<file path="config.mk">
export PLATFORM = sky130hd
export DESIGN_NAME = ordered_list_insert_delete_locate_unit
export DESIGN_NICKNAME = d
export VERILOG_FILES = /design/src/rtl/core/olidl_pkg.sv /design/src/rtl/core/olidl_cell.sv /design/src/rtl/core/ordered_list_insert_delete_locate_unit.sv
export SDC_FILE = /design/constraint.sdc
export NUM_CORES = 2
export LEC_CHECK = 0
export ABC_AREA = 1
export BUFFER_PORTS_ARGS = -buffer_cell sky130_fd_sc_hd__buf_2
export CORE_ASPECT_RATIO = 1.5
export CORE_MARGIN = 2
export CORE_UTILIZATION = 45
export DETAILED_ROUTE_END_ITERATION = 10
export SLEW_MARGIN = 20
export SYNTH_ARGS = -nofsm -noshare
export SYNTH_HDL_FRONTEND = slang
export SYNTH_SLANG_ARGS = --single-unit
export TNS_END_PERCENT = 5
</file>
<file path="constraint.sdc">
create_clock -name clk -period 7.8 [get_ports clk]
set_input_delay 0.39 -clock clk [delete_from_list [all_inputs] [get_ports clk]]
set_output_delay 0.39 -clock clk [all_outputs]
set_load 0.1 [all_outputs]
</file>
<file path="src/rtl/core/olidl_pkg.sv">
`timescale 1ns / 1ps

package olidl_pkg;

	// list geometry
	localparam int CAPACITY = 16;
	localparam int CNT_W    = $clog2(CAPACITY + 1);
	localparam int WORD_W   = 32;
	localparam int POS_W    = 5;
	localparam int KIND_W   = 2;
	// common width for position and count compares, with headroom for count + 1
	localparam int CMP_W    = ((CNT_W > POS_W) ? CNT_W : POS_W) + 1;

	// input word layout
	localparam int IN_BITS     = POS_W + WORD_W;
	localparam int IN_TDATA_W  = ((IN_BITS + 7) / 8) * 8;
	localparam int IN_POS_LSB  = 0;
	localparam int IN_VAL_LSB  = POS_W;

	// output word layout
	localparam int OK_BIT      = 0;
	localparam int FOUND_LSB   = 1;
	localparam int REMOVED_LSB = FOUND_LSB + POS_W;
	localparam int COUNT_LSB   = REMOVED_LSB + WORD_W;
	localparam int OUT_BITS    = COUNT_LSB + POS_W;
	localparam int OUT_TDATA_W = ((OUT_BITS + 7) / 8) * 8;

	// requested operation
	typedef enum logic [KIND_W-1:0] {
		KIND_INSERT = 2'd0,
		KIND_DELETE = 2'd1,
		KIND_LOCATE = 2'd2
	} kind_t;

	// what every cell does this cycle
	typedef enum logic [1:0] {
		OP_HOLD   = 2'd0,
		OP_INSERT = 2'd1,
		OP_DELETE = 2'd2
	} cell_op_t;

	// broadcast to the whole chain
	typedef struct packed {
		cell_op_t            op;
		logic [CMP_W-1:0]    pos;
		logic [CMP_W-1:0]    count;
		logic [WORD_W-1:0]   value;
	} cell_cmd_t;

	// low five bits of a count or place, as carried on the result word
	function automatic logic [POS_W-1:0] fit_pos(input logic [CMP_W-1:0] v);
		return v[POS_W-1:0];
	endfunction

endpackage

</file>
<file path="src/rtl/core/olidl_cell.sv">
`timescale 1ns / 1ps

module olidl_cell import olidl_pkg::*; (
	input  logic              clk,
	input  cell_cmd_t         cmd,
	input  logic [CNT_W-1:0]  slot,        // 1-based place of this cell
	input  logic [WORD_W-1:0] left_entry,  // entry of the cell one place lower
	input  logic [WORD_W-1:0] right_entry, // entry of the cell one place higher
	output logic [WORD_W-1:0] entry,
	output logic              hit,
	output logic [WORD_W-1:0] tap
);

	logic [WORD_W-1:0] entry_q;
	logic [WORD_W-1:0] entry_nxt;
	logic [CMP_W-1:0]  slot_x;

	assign slot_x = CMP_W'(slot);

	// load, shift up or shift down
	always_comb begin
		entry_nxt = entry_q;
		unique case (cmd.op)
			OP_HOLD: begin
				entry_nxt = entry_q;
			end
			OP_INSERT: begin
				if (slot_x == cmd.pos) begin
					entry_nxt = cmd.value;
				end else if (slot_x > cmd.pos) begin
					entry_nxt = left_entry;
				end
			end
			OP_DELETE: begin
				if (slot_x >= cmd.pos) begin
					entry_nxt = right_entry;
				end
			end
			default: begin
				entry_nxt = entry_q;
			end
		endcase
	end

	always_ff @(posedge clk) begin
		entry_q <= entry_nxt;
	end

	// match against the search word, only inside the filled part
	assign hit   = (slot_x <= cmd.count) && (entry_q == cmd.value);
	// own entry when this is the addressed place, else zero for the or-tree
	assign tap   = (slot_x == cmd.pos) ? entry_q : '0;
	assign entry = entry_q;

endmodule

</file>
<file path="src/rtl/core/ordered_list_insert_delete_locate_unit.sv">
`timescale 1ns / 1ps

// channel | dir | tdata (low bit up)                                    | tuser
// s_*     | in  | position[4:0], value[36:5], zero pad to 40           | kind[1:0]
// m_*     | out | ok[0], found_position[5:1], removed_value[37:6],
//         |     | count[42:38], zero pad to 48                          | -
//
// One word per clock while s_tready is high: all cells shift and compare in the same cycle, and the
// result sits in the output register in the cycle after the word is taken.
// s_tready stays high while the output register is empty or being drained.
// Reset clears the fill count and the output valid; cell contents past the
// fill count are never read, so they need no clearing.

module ordered_list_insert_delete_locate_unit import olidl_pkg::*; (
	input  logic                   clk,
	input  logic                   arst_n,
	input  logic                   s_tvalid,
	output logic                   s_tready,
	input  logic [IN_TDATA_W-1:0]  s_tdata,  // position, value
	input  logic [KIND_W-1:0]      s_tuser,  // kind
	output logic                   m_tvalid,
	input  logic                   m_tready,
	output logic [OUT_TDATA_W-1:0] m_tdata   // ok, found_position, removed_value, count
);

	logic                   m_tvalid_q;
	logic [OUT_BITS-1:0]    res_q;
	logic [CNT_W-1:0]       count_q;
	logic [CNT_W-1:0]       count_nxt;

	logic                   accept;
	kind_t                  kind;
	logic [CMP_W-1:0]       pos_x;
	logic [CMP_W-1:0]       cnt_x;
	logic [WORD_W-1:0]      value;
	logic                   ins_ok;
	logic                   del_ok;
	cell_cmd_t              cmd;

	logic [WORD_W-1:0]      entries [CAPACITY];
	logic [WORD_W-1:0]      taps    [CAPACITY];
	logic [CAPACITY-1:0]    hits;

	logic [CMP_W-1:0]       first_hit;
	logic [WORD_W-1:0]      tap_or;
	logic                   res_ok;
	logic [CMP_W-1:0]       res_found;
	logic [WORD_W-1:0]      res_removed;

	// input word fields
	assign accept = s_tvalid && s_tready;
	assign kind   = kind_t'(s_tuser);
	assign pos_x  = CMP_W'(s_tdata[IN_POS_LSB +: POS_W]);
	assign value  = s_tdata[IN_VAL_LSB +: WORD_W];
	assign cnt_x  = CMP_W'(count_q);

	// bounds checks
	assign ins_ok = (pos_x != '0) && (pos_x <= cnt_x + CMP_W'(1)) &&
			(cnt_x < CMP_W'(CAPACITY));
	assign del_ok = (pos_x != '0) && (pos_x <= cnt_x);

	// broadcast to the chain
	always_comb begin
		cmd.op    = OP_HOLD;
		cmd.pos   = pos_x;
		cmd.count = cnt_x;
		cmd.value = value;
		count_nxt = count_q;
		if (accept) begin
			unique case (kind)
				KIND_INSERT: begin
					if (ins_ok) begin
						cmd.op    = OP_INSERT;
						count_nxt = count_q + CNT_W'(1);
					end
				end
				KIND_DELETE: begin
					if (del_ok) begin
						cmd.op    = OP_DELETE;
						count_nxt = count_q - CNT_W'(1);
					end
				end
				KIND_LOCATE: begin
					cmd.op = OP_HOLD;
				end
				default: begin
					cmd.op = OP_HOLD;
				end
			endcase
		end
	end

	// chain of cells
	for (genvar g = 0; g < CAPACITY; g++) begin : g_cell
		logic [WORD_W-1:0] left_w;
		logic [WORD_W-1:0] right_w;

		if (g == 0) begin : g_first
			assign left_w = '0;
		end else begin : g_mid_l
			assign left_w = entries[g-1];
		end

		if (g == CAPACITY - 1) begin : g_last
			assign right_w = '0;
		end else begin : g_mid_r
			assign right_w = entries[g+1];
		end

		olidl_cell u_cell (
			.clk         (clk),
			.cmd         (cmd),
			.slot        (CNT_W'(g + 1)),
			.left_entry  (left_w),
			.right_entry (right_w),
			.entry       (entries[g]),
			.hit         (hits[g]),
			.tap         (taps[g])
		);
	end

	// lowest matching place
	always_comb begin
		first_hit = '0;
		for (int k = CAPACITY - 1; k >= 0; k--) begin
			if (hits[k]) begin
				first_hit = CMP_W'(k + 1);
			end
		end
	end

	// addressed entry for delete
	always_comb begin
		tap_or = '0;
		for (int k = 0; k < CAPACITY; k++) begin
			tap_or = tap_or | taps[k];
		end
	end

	// result fields
	always_comb begin
		res_ok      = 1'b0;
		res_found   = '0;
		res_removed = '0;
		unique case (kind)
			KIND_INSERT: begin
				res_ok = ins_ok;
			end
			KIND_DELETE: begin
				res_ok      = del_ok;
				res_removed = del_ok ? tap_or : '0;
			end
			KIND_LOCATE: begin
				res_ok    = |hits;
				res_found = first_hit;
			end
			default: begin
				res_ok = 1'b0;
			end
		endcase
	end

	// control registers
	always_ff @(posedge clk or negedge arst_n) begin
		if (!arst_n) begin
			m_tvalid_q <= 1'b0;
			count_q    <= '0;
		end else begin
			count_q <= count_nxt;
			if (accept) begin
				m_tvalid_q <= 1'b1;
			end else if (m_tready) begin
				m_tvalid_q <= 1'b0;
			end
		end
	end

	// output word register
	always_ff @(posedge clk) begin
		if (accept) begin
			res_q <= {fit_pos(CMP_W'(count_nxt)), res_removed, fit_pos(res_found), res_ok};
		end
	end

	assign s_tready = !m_tvalid_q || m_tready;
	assign m_tvalid = m_tvalid_q;
	assign m_tdata  = OUT_TDATA_W'(res_q);

endmodule

</file>
==> metrics.md <==
| Metric | Value |
|---|---|
| Clock slew at reported path FFs | `0.06 ns` |
| CTS Hold Buffers Added | `2` |
| Total standard cell area after synthesis | `37,200 µm²` |
| Dpl cells | `5,370` |
| Placer's final routability congestion estimate | `1.12` |
| CP required | `8.13 ns` |
| Fill cells | `7,985` |
| Crit start category | `flip-flop` |
| Number of buffer cells added on primary ports | `87` |
| Average wire length per cell after detail routing | `37.9 µm` |
| Pwr/cell area | `250 nW/µm²` |
| Total number of placement rows | `129` |
| Iteration count of the initial detailed-routing pass | `7` |
| Flop and latch count out of synthesis | `561` |
| Synth area leaders | `sky130_fd_sc_hd__edfxtp_1, sky130_fd_sc_hd__a21oi_1, sky130_fd_sc_hd__o21ai_0, sky130_fd_sc_hd__nand2_1, sky130_fd_sc_hd__inv_1` |
| Clock buffer count from CTS | `60` |
| GRT Util Overall | `48.1%` |
| Area of the multi-input gates | `17,000 µm²` |
| Buffer type at the clock tree root | `sky130_fd_sc_hd__clkbuf_16` |
| Number of remaining DRC errors | `0` |
| Post-layout min period | `5.41 ns` |
| Average size of a mapped cell | `8.23 µm²` |
| Area share of the largest cell type after synthesis | `44.8%` |
| Core area | `82,200 µm²` |
| Final period utilization | `69.4%` |
| Y dimension of the die | `356 µm` |
| Outcome | `completed` |
| Initial Utilization | `45.3%` |
| Warning count from the yosys run | `0` |
| Setup repair bufs after CTS | `0` |
| Top FF cell, synth | `sky130_fd_sc_hd__edfxtp_1` |
| Peak Freq | `185 MHz` |
| Max Root-Sink Buffers | `3` |
| Worst-case headroom to the max-slew limit | `16.0%` |
| Number of levels the H-tree was split into | `2` |
| Setup Crit Path Kind | `reg2reg` |
| Layout area overhead | `8.41%` |
| Clock tree from TritonCTS | `yes` |
| Via density per instance | `7.02` |
| Setup Total Neg Slack | `0 ns` |
| Post-route clock skew | `0.0343 ns` |
| Total Routed Length | `208,000 µm` |
| Worst Setup End Kind | `flip-flop` |
| Vias post-DR | `38,573` |
| Most used cells in the layout excluding fill and tap cells | `sky130_fd_sc_hd__a21oi_1, sky130_fd_sc_hd__edfxtp_1, sky130_fd_sc_hd__nand2_1, sky130_fd_sc_hd__o21ai_0, sky130_fd_sc_hd__inv_1` |
| RSZ-0062 raised after global routing | `no` |
| Sequential element share of the synthesized area | `45.2%` |
| Number of enable-type register cells in the synthesized netlist | `555` |
| Sequential cell area | `16,800 µm²` |
| Setup violation total in the final timing report | `0` |
| Tot Pwr | `10,100 µW` |
| Fraction of registers with async set or reset after synthesis | `1.07%` |
| Boundary Pins | `96` |
| Clock sink count | `561` |
| Final count of pins violating max slew | `0` |
| Arrival time reported for the critical path endpoint | `5.74 ns` |
| Count of max-cap constraint violations | `0` |
| Number of gates resized after CTS | `0` |
| HPWL Detailed | `145,000 µm` |
| Maximum fanout encountered on the critical timing path | `35` |
| Clock insertion delay at the later pin of the skew report | `0.69 ns` |
| Synth cell types | `54` |
| Number of hold violations in the final report | `0` |
| Leak pwr | `0.0150 µW` |
| Number of global-route vias before repair | `34,201` |
| Violation count after the first detailed-route iteration | `7,096` |
| Worst Hold Class | `in2async` |
| Pin count of the biggest net entering global routing | `160` |
| First-pass GRT wire length | `283,000 µm` |
| Area enclosed by the die boundary | `85,100 µm²` |
| Most common library cell in the layout ignoring fill and taps | `sky130_fd_sc_hd__a21oi_1` |
| Synth Instances | `4,524` |
| Layout Cells excl Fill | `5,492` |
| Peak supply drop | `0.196 mV` |
| Overflow left after global routing | `0` |
| Number of antenna-violating nets in the routed design | `0` |
| Total Nets Final | `4,449` |
| Initial antenna violation count | `17` |
| Fraction of layout instances using a drive strength above 1 | `8.66%` |
| Die Wd | `239 µm` |
| Yosys top cell by area | `sky130_fd_sc_hd__edfxtp_1` |
| Transition time at the pin with the least slew margin | `1.25 ns` |
[critical path: stages (launching register included)]
cell and delay (ns):
sky130_fd_sc_hd__dfrtp_1 0.51, sky130_fd_sc_hd__inv_2 0.18, sky130_fd_sc_hd__ha_1 0.35, sky130_fd_sc_hd__nand4_1 0.11, sky130_fd_sc_hd__o221ai_1 0.14, sky130_fd_sc_hd__o21ai_0 0.12
sky130_fd_sc_hd__o21ai_2 0.15, sky130_fd_sc_hd__nor2_1 0.09, sky130_fd_sc_hd__inv_2 0.05, sky130_fd_sc_hd__buf_4 0.57, sky130_fd_sc_hd__nor2_1 0.20, sky130_fd_sc_hd__ha_4 0.38
sky130_fd_sc_hd__nor2_1 0.35, sky130_fd_sc_hd__inv_1 0.36, sky130_fd_sc_hd__a31oi_4 0.97, sky130_fd_sc_hd__buf_4 0.47
[kinds of logic after synthesis]
family	share of synthesized area, %
AO/OA/AOI/OAI	27.6
XOR/XNOR	6.14
adder cells (fa/ha/maj)	0.571
buffers and inverters	9.86
AND/OR/NAND/NOR	10.6
flip-flops	45.2
other	0.0101
[power by group]
group,switching (µW),internal (µW)
clock network,1390,1710
logic,2110,655
registers,403,3830
total,3910,6190
[metrics by stage]
stage,cell area [µm²],hold slack [ns],util [%],setup slack [ns]
detailed placement,38300,0.231,46.6,2.35
CTS,40300,0.0702,49.0,2.48
global placement,38300,0.229,46.6,2.37
floorplan,37200,0.0944,-,1.28
global route,40300,0.0944,49.1,2.26
finish,40400,0.0783,49.1,2.39
[registers in the layout, summed over array words and instances, names as in the netlist]
register / cells
res_q: 43
g_cell.u_cell.entry: 512
count_q: 5
m_tvalid: 1
[final cells by class]
| cell class | count | area share, % |
|---|---|---|
| well taps | 1048 | 3.25 |
| diodes | 11 | 0.0682 |
| repair buffers | 188 | 3.19 |
| flip-flops and latches | 561 | 41.7 |
| inverters | 498 | 4.66 |
| clock inverters | 39 | 1.01 |
| multi-input cells | 3077 | 42.2 |
| clock buffers | 70 | 3.92 |
[synthesized netlist by cell type, drive strengths merged, types with 2 or more instances]
cell,number
and3,3
a211oi,23
a41oi,27
a21oi,903
o2111ai,9
xor2,84
xnor2,177
nor4,41
nand2,524
o31ai,10
nand3,60
o21ai,543
dfrtp,6
a221oi,65
nor4b,2
nand4,73
o221ai,8
inv,497
a22oi,4
clkbuf,258
a2111oi,3
o211ai,6
o22ai,251
nand3b,2
nor3,20
and2,6
buf,134
ha,17
edfxtp,555
a31oi,18
nor2,187
[per-layer routing]
layer	vias up	track usage, %	part of all wire, %
met2	3616	70.1	41
li1	15899	-	-
met1	18087	55.9	32
met3	965	13.7	13
met4	6	47.4	13
met5	-	0	0.021
[final timing paths]
kind / startpoint / cells after the start / slack [ns] / endpoint
max: count_q[4] / 15 / 2.39 / g_cell[1].u_cell.entry[31]
min: arst_n / 2 / 0.08 / count_q[2]
max reg2reg: count_q[4] / 15 / 2.39 / g_cell[1].u_cell.entry[31]
max in group asynchronous: arst_n / 2 / 7.57 / m_tvalid
min reg2reg: m_tvalid / 2 / 0.52 / m_tvalid
min in group clk: s_tvalid / 3 / 0.08 / m_tvalid
(Power assumes the default switching activity.)
